`src/hdl/bdba_pkg.sv`:
```
// shared types and constants of the bitmap disk block allocator
// holds the sequencer state enum, result status codes and the
// command/status structs between controller and datapath
package bdba_pkg;

  // result status codes
  localparam logic [1:0] STATUS_OK       = 2'd0;
  localparam logic [1:0] STATUS_NOSPACE  = 2'd1;
  localparam logic [1:0] STATUS_NOTFOUND = 2'd2;

  // request kinds
  localparam logic KIND_ALLOC = 1'b0;
  localparam logic KIND_FREE  = 1'b1;

  // bitmap geometry: 8 bits per cylinder
  localparam int CYL_SHIFT = 3;

  // sequencer states
  typedef enum logic [3:0] {
    S_CLEAR,
    S_IDLE,
    S_CHECK,
    S_FAIL,
    S_ALLOC_RD,
    S_ALLOC_EV,
    S_FIND_RD,
    S_FIND_EV,
    S_REL_RD,
    S_REL_EV
  } bdba_state_e;

  // controller to datapath commands
  typedef struct packed {
    logic accept;       // latch request fields
    logic addr_clr;     // scan address back to block zero
    logic addr_inc;     // step scan address
    logic mem_clear;    // clear the used bit at scan address
    logic rd_en;        // read block entry at scan address
    logic find_reset;   // clear search and emit counters
    logic commit_alloc; // take serial, bump counter, charge free count
    logic alloc_mark;   // mark block used and emit its item
    logic find_eval;    // fold current block into newest-allocation search
    logic rel_clear;    // release block and emit its item
    logic emit_fail;    // emit a failure item
  } bdba_cmd_t;

  // datapath to controller status
  typedef struct packed {
    logic addr_last;   // scan address is the final block
    logic kind_free;   // latched request is a free
    logic alloc_fits;  // enough free blocks for the latched count
    logic blk_free;    // block just read is free
    logic blk_match;   // block just read belongs to the release target
    logic found;       // search has found an owned block, current one included
    logic out_ready;   // output register can take an item this cycle
    logic alloc_last;  // next allocated block completes the request
    logic rel_last;    // next released block completes the request
  } bdba_status_t;

endpackage

```
`src/hdl/bdba_ctrl.sv`:
```
// sequencer of the bitmap disk block allocator
// depends on bdba_pkg; drives datapath commands from datapath status
module bdba_ctrl
  import bdba_pkg::*;
(
  input  logic         clk_i,
  input  logic         rst_ni,
  input  logic         in_valid_i,
  output logic         in_stall_o,
  input  bdba_status_t status_i,
  output bdba_cmd_t    cmd_o
);

  bdba_state_e state_q, state_d;

  // state register
  always_ff @(posedge clk_i or negedge rst_ni) begin
    if (!rst_ni) begin
      state_q <= S_CLEAR;
    end else begin
      state_q <= state_d;
    end
  end

  // next state
  always_comb begin
    state_d = state_q;
    case (state_q)
      S_CLEAR: begin
        if (status_i.addr_last) state_d = S_IDLE;
      end
      S_IDLE: begin
        if (in_valid_i) state_d = S_CHECK;
      end
      S_CHECK: begin
        if (status_i.kind_free) begin
          state_d = S_FIND_RD;
        end else if (status_i.alloc_fits) begin
          state_d = S_ALLOC_RD;
        end else begin
          state_d = S_FAIL;
        end
      end
      S_FAIL: begin
        if (status_i.out_ready) state_d = S_IDLE;
      end
      S_ALLOC_RD: state_d = S_ALLOC_EV;
      S_ALLOC_EV: begin
        if (!status_i.blk_free) begin
          state_d = S_ALLOC_RD;
        end else if (status_i.out_ready) begin
          state_d = status_i.alloc_last ? S_IDLE : S_ALLOC_RD;
        end
      end
      S_FIND_RD: state_d = S_FIND_EV;
      S_FIND_EV: begin
        if (!status_i.addr_last) begin
          state_d = S_FIND_RD;
        end else begin
          state_d = status_i.found ? S_REL_RD : S_FAIL;
        end
      end
      S_REL_RD: state_d = S_REL_EV;
      S_REL_EV: begin
        if (!status_i.blk_match) begin
          state_d = S_REL_RD;
        end else if (status_i.out_ready) begin
          state_d = status_i.rel_last ? S_IDLE : S_REL_RD;
        end
      end
      default: state_d = S_IDLE;
    endcase
  end

  // command outputs
  always_comb begin
    cmd_o      = '0;
    in_stall_o = (state_q != S_IDLE);
    case (state_q)
      S_CLEAR: begin
        cmd_o.mem_clear = 1'b1;
        cmd_o.addr_inc  = !status_i.addr_last;
      end
      S_IDLE: begin
        cmd_o.accept = in_valid_i;
      end
      S_CHECK: begin
        cmd_o.addr_clr     = 1'b1;
        cmd_o.find_reset   = 1'b1;
        cmd_o.commit_alloc = !status_i.kind_free && status_i.alloc_fits;
      end
      S_FAIL: begin
        cmd_o.emit_fail = status_i.out_ready;
      end
      S_ALLOC_RD, S_FIND_RD, S_REL_RD: begin
        cmd_o.rd_en = 1'b1;
      end
      S_ALLOC_EV: begin
        if (!status_i.blk_free) begin
          cmd_o.addr_inc = 1'b1;
        end else if (status_i.out_ready) begin
          cmd_o.alloc_mark = 1'b1;
          cmd_o.addr_inc   = !status_i.alloc_last;
        end
      end
      S_FIND_EV: begin
        cmd_o.find_eval = 1'b1;
        cmd_o.addr_inc  = !status_i.addr_last;
        cmd_o.addr_clr  = status_i.addr_last;
      end
      S_REL_EV: begin
        if (!status_i.blk_match) begin
          cmd_o.addr_inc = 1'b1;
        end else if (status_i.out_ready) begin
          cmd_o.rel_clear = 1'b1;
          cmd_o.addr_inc  = !status_i.rel_last;
        end
      end
      default: begin
        cmd_o = '0;
      end
    endcase
  end

endmodule

```
`src/hdl/bdba_dp.sv`:
```
// datapath of the bitmap disk block allocator: block table memory,
// request registers, counters, newest-allocation search and output register
// depends on bdba_pkg; commanded by bdba_ctrl
module bdba_dp
  import bdba_pkg::*;
#(
  parameter int BLOCK_COUNT       = 64,
  parameter int RECORDS_PER_TRACK = 4,
  parameter int NAME_BITS         = 16
) (
  input  logic         clk_i,
  input  logic         rst_ni,
  input  bdba_cmd_t    cmd_i,
  output bdba_status_t status_o,
  input  logic         kind_i,
  input  logic [15:0]  owner_name_i,
  input  logic [6:0]   block_count_i,
  output logic         out_valid_o,
  input  logic         out_stall_i,
  output logic [1:0]   out_status_o,
  output logic [2:0]   cylinder_o,
  output logic         track_o,
  output logic [1:0]   record_o,
  output logic         last_o
);

  localparam int AW   = $clog2(BLOCK_COUNT);
  localparam int CW   = $clog2(BLOCK_COUNT + 1);
  localparam int CMPW = (CW > 7) ? CW : 7;
  localparam int MW   = 1 + NAME_BITS + 16;

  // block table: used bit, owner tag, serial tag
  logic [MW-1:0] blk_mem_q [BLOCK_COUNT];
  logic [MW-1:0] rd_data_q;
  logic [MW-1:0] wr_data;
  logic          wr_en;

  logic                 rd_used;
  logic [NAME_BITS-1:0] rd_owner;
  logic [15:0]          rd_serial;

  // request and control registers
  logic                 kind_q;
  logic [NAME_BITS-1:0] name_q;
  logic [6:0]           want_q;
  logic [AW-1:0]        addr_q;
  logic [15:0]          counter_q;
  logic [15:0]          serial_q;
  logic [CW-1:0]        free_cnt_q;
  logic [CW-1:0]        done_q;
  logic [CW-1:0]        total_q;
  logic                 found_q;
  logic [15:0]          best_age_q;
  logic [15:0]          target_q;

  logic [31:0]          name_ext;
  logic [CW-1:0]        done_inc;
  logic [CMPW-1:0]      want_ext;
  logic                 blk_owned;
  logic [15:0]          age;
  logic [2:0]           bit_idx;
  logic                 out_ready;

  // output register
  logic       out_valid_q;
  logic [1:0] out_status_q;
  logic [2:0] out_cyl_q;
  logic       out_track_q;
  logic [1:0] out_rec_q;
  logic       out_last_q;

  assign name_ext  = {16'b0, owner_name_i};
  assign rd_used   = rd_data_q[MW-1];
  assign rd_owner  = rd_data_q[MW-2 -: NAME_BITS];
  assign rd_serial = rd_data_q[15:0];
  assign done_inc  = CW'(done_q + 1'b1);
  assign want_ext  = CMPW'(want_q);
  assign blk_owned = rd_used && (rd_owner == name_q);
  assign age       = counter_q - rd_serial;
  assign bit_idx   = addr_q[2:0];
  assign out_ready = !out_valid_q || !out_stall_i;

  // status toward the controller
  always_comb begin
    status_o.addr_last  = (addr_q == AW'(BLOCK_COUNT - 1));
    status_o.kind_free  = (kind_q == KIND_FREE);
    status_o.alloc_fits = (want_q != 7'd0) && (want_ext <= CMPW'(free_cnt_q));
    status_o.blk_free   = !rd_used;
    status_o.blk_match  = blk_owned && (rd_serial == target_q);
    status_o.found      = found_q || blk_owned;
    status_o.out_ready  = out_ready;
    status_o.alloc_last = (CMPW'(done_inc) == want_ext);
    status_o.rel_last   = (done_inc == total_q);
  end

  // block table write data
  always_comb begin
    wr_en   = cmd_i.mem_clear || cmd_i.alloc_mark || cmd_i.rel_clear;
    wr_data = '0;
    if (cmd_i.alloc_mark) begin
      wr_data = {1'b1, name_q, serial_q};
    end else if (cmd_i.rel_clear) begin
      wr_data = {1'b0, rd_owner, rd_serial};
    end
  end

  // block table memory, registered read
  always_ff @(posedge clk_i) begin
    if (wr_en) begin
      blk_mem_q[addr_q] <= wr_data;
    end
    if (cmd_i.rd_en) begin
      rd_data_q <= blk_mem_q[addr_q];
    end
  end

  // request fields
  always_ff @(posedge clk_i) begin
    if (cmd_i.accept) begin
      kind_q <= kind_i;
      name_q <= name_ext[NAME_BITS-1:0];
      want_q <= block_count_i;
    end
    if (cmd_i.commit_alloc) begin
      serial_q <= counter_q;
    end
  end

  // scan address, allocation counter, free count
  always_ff @(posedge clk_i or negedge rst_ni) begin
    if (!rst_ni) begin
      addr_q     <= '0;
      counter_q  <= '0;
      free_cnt_q <= CW'(BLOCK_COUNT);
    end else begin
      if (cmd_i.addr_clr) begin
        addr_q <= '0;
      end else if (cmd_i.addr_inc) begin
        addr_q <= AW'(addr_q + 1'b1);
      end
      if (cmd_i.commit_alloc) begin
        counter_q  <= counter_q + 16'd1;
        free_cnt_q <= free_cnt_q - CW'(want_q);
      end else if (cmd_i.rel_clear) begin
        free_cnt_q <= CW'(free_cnt_q + 1'b1);
      end
    end
  end

  // emit counter and newest-allocation search
  always_ff @(posedge clk_i or negedge rst_ni) begin
    if (!rst_ni) begin
      done_q  <= '0;
      total_q <= '0;
      found_q <= 1'b0;
    end else begin
      if (cmd_i.find_reset) begin
        done_q  <= '0;
        total_q <= '0;
        found_q <= 1'b0;
      end else begin
        if (cmd_i.alloc_mark || cmd_i.rel_clear) begin
          done_q <= done_inc;
        end
        if (cmd_i.find_eval && blk_owned) begin
          if (!found_q || (age < best_age_q)) begin
            found_q <= 1'b1;
            total_q <= CW'(1);
          end else if (age == best_age_q) begin
            total_q <= CW'(total_q + 1'b1);
          end
        end
      end
    end
  end

  // best candidate tags, payload only
  always_ff @(posedge clk_i) begin
    if (cmd_i.find_eval && blk_owned && (!found_q || (age < best_age_q))) begin
      best_age_q <= age;
      target_q   <= rd_serial;
    end
  end

  // output register valid
  always_ff @(posedge clk_i or negedge rst_ni) begin
    if (!rst_ni) begin
      out_valid_q <= 1'b0;
    end else if (cmd_i.alloc_mark || cmd_i.rel_clear || cmd_i.emit_fail) begin
      out_valid_q <= 1'b1;
    end else if (!out_stall_i) begin
      out_valid_q <= 1'b0;
    end
  end

  // output register payload
  always_ff @(posedge clk_i) begin
    if (cmd_i.emit_fail) begin
      out_status_q <= (kind_q == KIND_FREE) ? STATUS_NOTFOUND : STATUS_NOSPACE;
      out_cyl_q    <= '0;
      out_track_q  <= 1'b0;
      out_rec_q    <= '0;
      out_last_q   <= 1'b1;
    end else if (cmd_i.alloc_mark || cmd_i.rel_clear) begin
      out_status_q <= STATUS_OK;
      out_cyl_q    <= 3'(addr_q >> CYL_SHIFT);
      out_track_q  <= 1'(32'(bit_idx) / RECORDS_PER_TRACK);
      out_rec_q    <= 2'(32'(bit_idx) % RECORDS_PER_TRACK);
      out_last_q   <= cmd_i.alloc_mark ? status_o.alloc_last : status_o.rel_last;
    end
  end

  assign out_valid_o  = out_valid_q;
  assign out_status_o = out_status_q;
  assign cylinder_o   = out_cyl_q;
  assign track_o      = out_track_q;
  assign record_o     = out_rec_q;
  assign last_o       = out_last_q;

endmodule

```
`src/hdl/bitmap_disk_block_allocator_unit.sv`:
```
// top level of the bitmap disk block allocator
// depends on bdba_pkg, bdba_ctrl and bdba_dp
//
// usage:
// - input channel (in_valid_i / in_stall_o) carries one request item:
//   kind_i 0 allocates block_count_i blocks for owner_name_i first-fit,
//   kind_i 1 frees the newest allocation held by owner_name_i
// - output channel (out_valid_o / out_stall_i) returns one item per block
//   touched, in block order, with last_o on the final one; a request that
//   cannot be served returns a single failure item with zero coordinates
// - one request is handled at a time; in_stall_o stays high until the
//   final item of the current request is in the output register
// - the block table is a single-port-read memory scanned one block at a
//   time in two steps (read, then evaluate); an allocate scans up to its
//   last block, a free scans every block to search and then scans again
//   up to its last released block for the release pass
// - after reset a clearing pass marks every block free; requests are
//   stalled until it ends
// - a stalled output holds its item and pauses the scan at that block
module bitmap_disk_block_allocator_unit
  import bdba_pkg::*;
#(
  parameter int BLOCK_COUNT       = 64,
  parameter int RECORDS_PER_TRACK = 4,
  parameter int NAME_BITS         = 16
) (
  input  logic        clk_i,
  input  logic        rst_ni,
  input  logic        in_valid_i,
  output logic        in_stall_o,
  input  logic        kind_i,
  input  logic [15:0] owner_name_i,
  input  logic [6:0]  block_count_i,
  output logic        out_valid_o,
  input  logic        out_stall_i,
  output logic [1:0]  status_o,
  output logic [2:0]  cylinder_o,
  output logic        track_o,
  output logic [1:0]  record_o,
  output logic        last_o
);

  bdba_cmd_t    cmd;
  bdba_status_t dp_status;

  // sequencer
  bdba_ctrl u_ctrl (
    .clk_i      (clk_i),
    .rst_ni     (rst_ni),
    .in_valid_i (in_valid_i),
    .in_stall_o (in_stall_o),
    .status_i   (dp_status),
    .cmd_o      (cmd)
  );

  // block table and result datapath
  bdba_dp #(
    .BLOCK_COUNT       (BLOCK_COUNT),
    .RECORDS_PER_TRACK (RECORDS_PER_TRACK),
    .NAME_BITS         (NAME_BITS)
  ) u_dp (
    .clk_i         (clk_i),
    .rst_ni        (rst_ni),
    .cmd_i         (cmd),
    .status_o      (dp_status),
    .kind_i        (kind_i),
    .owner_name_i  (owner_name_i),
    .block_count_i (block_count_i),
    .out_valid_o   (out_valid_o),
    .out_stall_i   (out_stall_i),
    .out_status_o  (status_o),
    .cylinder_o    (cylinder_o),
    .track_o       (track_o),
    .record_o      (record_o),
    .last_o        (last_o)
  );

endmodule

```
`config.mk`:
```
export PLATFORM = sky130hd
export DESIGN_NAME = bitmap_disk_block_allocator_unit
export DESIGN_NICKNAME = d
export VERILOG_FILES = /design/src/hdl/bdba_pkg.sv /design/src/hdl/bdba_ctrl.sv /design/src/hdl/bdba_dp.sv /design/src/hdl/bitmap_disk_block_allocator_unit.sv
export SDC_FILE = /design/constraint.sdc
export NUM_CORES = 2
export LEC_CHECK = 0
export BUFFER_PORTS_ARGS = -buffer_cell sky130_fd_sc_hd__buf_2
export CAP_MARGIN = 20
export CELL_PAD_IN_SITES_DETAIL_PLACEMENT = 1
export CELL_PAD_IN_SITES_GLOBAL_PLACEMENT = 2
export CORE_ASPECT_RATIO = 0.75
export CORE_MARGIN = 2
export CORE_UTILIZATION = 40
export CTS_BUF_LIST = sky130_fd_sc_hd__clkbuf_8
export DETAILED_ROUTE_END_ITERATION = 6
export PLACE_DENSITY = 0.75
export SLEW_MARGIN = 0
export SYNTH_ARGS = -nofsm -noshare
export SYNTH_HDL_FRONTEND = slang
export SYNTH_SLANG_ARGS = --single-unit
```
`constraint.sdc`:
```
create_clock -name clk_i -period 5.55 [get_ports clk_i]
set_clock_uncertainty 0.05 [all_clocks]
set_input_delay 0 -clock clk_i [delete_from_list [all_inputs] [get_ports clk_i]]
set_output_delay 0 -clock clk_i [all_outputs]
set_load 0.05 [all_outputs]
```
# Word level (Yosys, flattened, before mapping)
# Memories as Yosys holds them, arrays and structs flattened. A register that Yosys moved wholly into a read port is not among the register bits.
# Cells that the tools add are included.
# totals
regBits	130
wordCells	139
ram_bits	2112
out_inout_bits	11
mem_count	1
# memory_table
name	words	word_bits	read_ports	rd_clocked_by_memory_dff	write_ports	line	source
u_dp.blk_mem_q	64	33	1	1	1	bdba_dp.sv:33	logic [MW-1:0] blk_mem_q [BLOCK_COUNT];
# op_classes
n_lt_le_gt_ge	2
eq_ne	22
n_addsub	7
reduce_logical	34
n_mux	54
# op_table
operator	count
$mux 7	8
$eq 16x16->1	3
$mux 4	11
$pmux 4 s10	1
$mux 33	1
$mux 32	1
$mux 1	22
$add 7x1->7 const B	3
$add 16x1->16 const B	1
$eq 4x3->1 const B	4
$lt 16x16->1	1
$sub 16x16->16	1
$eq 7x7->1	2
$mux 6	2
$reduce_bool 2->1	6
$eq 4x2->1 const B	2
$eq 4x4->1 const B	2
$mux 2	4
$le 7x7->1	1
$logic_not 1->1	7
$logic_or 1x1->1	7
$reduce_bool 7->1	1
$sub 7x7->7	1
$add 6x1->6 const B	1
other kinds (17)	26

# Longest topological paths before layout
# logic_depth
depth_word	9
mapped_depth	20
depth_no_buf	20

# Modules after synthesis
# A second synthesis with hierarchy kept.
# unflattened
cells_unflattened	4961
area_unflattened_um2	89055.4
# modules_own_cells
module	cells_per_inst	n_inst	seq_area_each_um2	area_per_inst_um2
bdba_dp	4891	1	67901.4	88494.9
bdba_ctrl	70	1	100.1	560.5

# Worst setup path after synthesis
# No wires, ideal clock.
# synth_timing
path_type	register -> register
start	reg u_dp.counter_q[1]
end	reg u_dp.best_age_q[0], enable pin
n_path_buf	0
period_less_slack_ns	4.890
setup_slack_ns	0.660
required_time_ns	5.108
setup_time_ns	0.392
t_arrival_ns	4.448
stages_incl_launch_ff	16
path_cell_list	dfrtp_1 -> ha_1 -> nor2b_1 -> o31a_1 -> o31a_1 -> o311a_1 -> o21a_1 -> o21a_1 -> o41ai_2 -> xnor2_1 -> ha_1 -> and3_1 -> nand4_1 -> nor2_1 -> o31ai_2 -> and2_1
# synth_between
elab_chain_cells	4
# synth_rtl
item	line	source
start, declared	bdba_dp.sv:47	logic [15:0] counter_q;
start signal, assigned	bdba_dp.sv:142	counter_q <= counter_q + 16'd1;
$sub 16x16->16	bdba_dp.sv:79	assign age = counter_q - rd_serial;
named net u_dp.age[15]	bdba_dp.sv:60	logic [15:0] age;
$lt 16x16->1	bdba_dp.sv:179	if (cmd_i.find_eval && blk_owned && (!found_q || (age < best_age_q))) begin
$logic_or 1x1->1	bdba_dp.sv:179	
$logic_and 1x1->1	bdba_dp.sv:179	
end signal, assigned	bdba_dp.sv:180	best_age_q <= age;
end, declared	bdba_dp.sv:53	logic [15:0] best_age_q;
# The timed path passes the listed nets, and every way through them passes these cells.
# A chain may end at the register's enable or synchronous reset.

# Final worst setup path
# layout_timing
start	reg u_dp.name_q[2]
end	mem u_dp.blk_mem_q[29][5] in the netlist's numbering, enable pin
# layout_between
elab_chain_cells	8
# layout_rtl
item	line	source
start, declared	bdba_dp.sv:44	logic [NAME_BITS-1:0] name_q;
start signal, assigned	bdba_dp.sv:121	name_q <= name_ext[NAME_BITS-1:0];
$eq 16x16->1	bdba_dp.sv:78	assign blk_owned = rd_used && (rd_owner == name_q);
$logic_and 1x1->1	bdba_dp.sv:78	
$logic_and 1x1->1	bdba_dp.sv:89	status_o.blk_match = blk_owned && (rd_serial == target_q);
$mux 1	bdba_ctrl.sv:112	if (!status_i.blk_match) begin
$mux 1	bdba_ctrl.sv:79	case (state_q)
$logic_or 1x1->1	bdba_dp.sv:98	wr_en = cmd_i.mem_clear || cmd_i.alloc_mark || cmd_i.rel_clear;
$mux 1	bdba_dp.sv:109	if (wr_en) begin
$mux 1 (implied by the code)	bdba_dp.sv:110	blk_mem_q[addr_q] <= wr_data;
end, declared	bdba_dp.sv:33	
# No other way between the ends.

==> impl_metrics.csv <==
group,metric,value,unit
clock_tree,ctsResizeCount,0,
setup_path,cp_common_cell,"buf_4",
run_status,status,"finished, final reports clean",
drt,dr.pass1.iters,6,
setup_path,path_delay_family,"simple AND/OR/NAND/NOR gates",
timing,hold_violations,0,
synth,yosys_register_bits,2275,
clock_tree,clock-sinks,2275,
final_layout,fill_cells,20100,
clock_tree,postCtsHoldBufs,53,
floorplan,std_cell_rows,146,
timing,max_freq,0.207,GHz
hold_path,hp-class,"in2reg",
power_and_ir_drop,p_per_area,322,nW/um2
floorplan,io_pins,39,
floorplan,die_h,402,um
setup_path,endpoint_kind,"flop",
flow_run,max-cap-violations,0,
setup_path,cpMaxStageDelayCell,"o21bai_2",
global_route,grt_max_degree,81,
floorplan,die_x,534,um
clock_tree,h-tree-depth,5,
final_layout,areaGrowthSynthToFinish,14.9,%
synth,ys_async_sr_fraction,0.0215,
setup_path,cp_num_buf_inv,2,
timing,setup_viol,0,
synth,avgSynthCellArea,18.0,um2
final_layout,multi_input_area,15600,um2
placed_design,routabilityCongestion,0.834,
global_route,grt_overflow_total,0,
global_route,antenna_found_initial,20,
synth,synth_flop_cell,"edfxtp_1",
clock_tree,cts_root_buf,"clkbuf_8",
setup_path,r2r_start,"u_dp.name_q[2]",
clock_tree,path_clk_slew,70,ps
synth,yosysSeqAreaShare,0.806,
synth,yosys.cell_types.count,77,
drt,ant_nets,0,
clock_tree,cts-buffers-inserted,341,
setup_path,cp-startpoint,"u_dp.name_q[2]",
clock_tree,worstSkewPairLatency,970,ps
setup_path,path_class,"reg2reg",
setup_path,cp.arrival,5360,ps
timing,period_share,0.872,
final_layout,final_core_util,0.461,
drt,via_count,51300,
final_layout,ff_latch_area,68000,um2
floorplan,placeableCoreArea,210000,um2
synth,ys_warn_count,0,
global_route,track_usage,0.252,
synth,synthCells,4686,
synth,synthesis.area,84400,um2
drt,drc,0,
setup_path,worstPathMaxFanout,25,
synth,mappedNetlistNets,4759,
placed_design,port_buffers,38,
timing,layout_min_cycle_time,4840,ps
drt,wl_per_cell,33.7,um
clock_tree,cts.path.max_buffers,4,
power_and_ir_drop,vdd_ir_drop_max,0.303,mV
global_route,grt_pass1_wl,390000,um
synth,synth_edf_count,2219,
floorplan,initial_utilization,0.401,
floorplan,dieArea,215000,um2
global_route,grt_pass1_vias,51300,
timing,rsz0062_at_grt,"false",
power_and_ir_drop,p_leak,27.2,nW
timing,slew_headroom,0.227,
hold_path,worst_hold_startpoint,"in_valid_i",
timing,tns,0,ps
setup_path,start_kind,"flop",
clock_tree,cts_tree,"yes",
clock_tree,cts_setup_buffers,0,
drt,drt_iter0_markers,7857,
setup_path,crit_chain,"xor2_1 > nor4_1 > nand3_1 > nor4_4 > nor2_1 > o21bai_2 > nand2_1 > buf_4 > nor2_4 > buf_4",
timing,worstMarginPinSlew,1150,ps
setup_path,cp.required,6070,ps
placed_design,dp_hpwl,165000,um
drt,vias_per_cell,6.26,
final_layout,fin_nets,5195,
drt,routed_wl,276000,um
setup_path,critPathMaxStageDelay,650,ps
timing,finalMaxSlewViolations,0,
final_layout,drive_above_1_share,0.163,
[worst reg2reg max path, delay by kind of cell (launching register included)]
kind / cells / cell delay, ps
compound gates: 1 / 650
xor+xnor: 1 / 180
buf+inv: 2 / 830
flops: 1 / 430
simple gates: 6 / 2310
[worst paths after layout]
path | cells past startpoint | end | slack, ps
max | 10 | u_dp.blk_mem_q[29][5] | 710
min | 6 | u_ctrl.state_q[1] | 220
max reg2reg | 10 | u_dp.blk_mem_q[29][5] | 710
min reg2reg | 1 | u_dp.last_o | 410
max in group asynchronous | 4 | u_dp.counter_q[4] | 4650
min in group asynchronous | 4 | u_ctrl.state_q[1] | 260
[per-layer routing]
layer | vias up | GRT usage | part of all wire
li1 | 20600 | - | -
met3 | 401 | 0.0811 | 0.13
met4 | 10 | 0.0572 | 0.020
met2 | 3303 | 0.357 | 0.42
met1 | 27000 | 0.376 | 0.42
met5 | - | 0 | 0.00025
[state kept, by name, indices dropped and copies added, names as in the netlist, 16 cells and up]
signal	flops
u_dp.blk_mem_q	2112
u_dp.serial_q	16
u_dp.counter_q	16
u_dp.best_age_q	16
u_dp.target_q	16
u_dp.rd_data_q	33
u_dp.name_q	16
[layout by cell type, fill, tap and decap left out, types with 53 or more instances in the layout]
cell type and n:
a221oi_1 222, clkbuf_8 344, a22o_1 222, nand3_1 53, a21oi_1 71, a22oi_1 614
nand4_1 56, nor2_4 66, clkinv_1 77, inv_1 178, a31oi_1 222, edfxtp_1 2219
nand2_1 61, dlygate4sd3_1 53, nor2_1 61, buf_4 243
[final cells by class]
| cell class | instances | share of cell area |
|---|---|---|
| Sequential cell | 2275 | 0.701 |
| Multi-Input combinational cell | 2060 | 0.161 |
| Clock buffer | 344 | 0.0488 |
| Timing Repair Buffer | 388 | 0.0376 |
| Tap cell | 2812 | 0.0363 |
| Clock inverter | 248 | 0.0125 |
| Inverter | 56 | 0.00217 |
| Antenna cell | 4 | 0.000103 |
[report_power, final]
part,internal [W],switching [W],leakage (nW)
clock network,0.00605,0.00660,3.49
registers,0.0186,0.0000000000000000000177,16.2
logic,0.0000316,0.0000192,7.55
total,0.0246,0.00661,27.2
[cell families (layout without fill, tap and decap cells)]
| group | count (synthesis) | in the layout | share of synthesized area |
|---|---|---|---|
| DFF | 2275 | 2275 | 0.806 |
| AOI/OAI and AO/OA | 1467 | 1467 | 0.132 |
| and+or+nand+nor | 447 | 447 | 0.0270 |
| buffers and inverters | 351 | 1036 | 0.0172 |
| xor gates and xnor gates | 91 | 91 | 0.00977 |
| adders and majority gates | 45 | 45 | 0.00685 |
| muxes | 10 | 10 | 0.00120 |
| other | 0 | 4 | 0 |
[through the flow]
step	total power, W	cell area, um2	cells	setup slack, ps	hold WS [ps]
floorplan	0.0189	84400	4686	660	-346
global placement	0.0189	90400	7529	815	132
detailed placement	0.0189	90400	7531	801	131
CTS	0.0314	96900	8176	734	118
global route	0.0321	96900	8184	401	219
finish	0.0313	97000	8187	710	217
[Yosys cell counts, types with 4 or more instances]
cell type     n  area share
xor2_1       39      0.0040
or2_2         5     0.00037
nand2b_1      6     0.00044
nand3_1      54      0.0032
o211ai_1      4     0.00036
xnor2_1      50      0.0052
a211oi_1      6     0.00053
buf_1        62      0.0028
nand4_1      56      0.0042
a22o_1      254       0.026
a221o_1       4     0.00047
inv_1        56      0.0025
mux2i_1       9      0.0011
a21oi_1      71      0.0042
clkbuf_1    147      0.0065
nor2b_1      11     0.00082
nor3_1       22      0.0013
and2_1        9     0.00067
a21o_1       10     0.00089
dfrtp_1      48       0.014
or3_1         6     0.00044
nor2_1      127      0.0056
nor3b_1       4     0.00036
buf_4         4     0.00036
a221oi_1    222       0.023
o22ai_1       4     0.00030
dfxtp_1       7      0.0017
a22oi_1     614       0.055
nand2_1      63      0.0028
ha_1         43      0.0064
buf_2        79      0.0047
nor4_1       55      0.0041
o21a_1        5     0.00044
and3_1       14      0.0010
o21ai_0      21      0.0012
a31oi_1     222       0.016
edfxtp_1   2219        0.79
(Power assumes the default switching activity.)
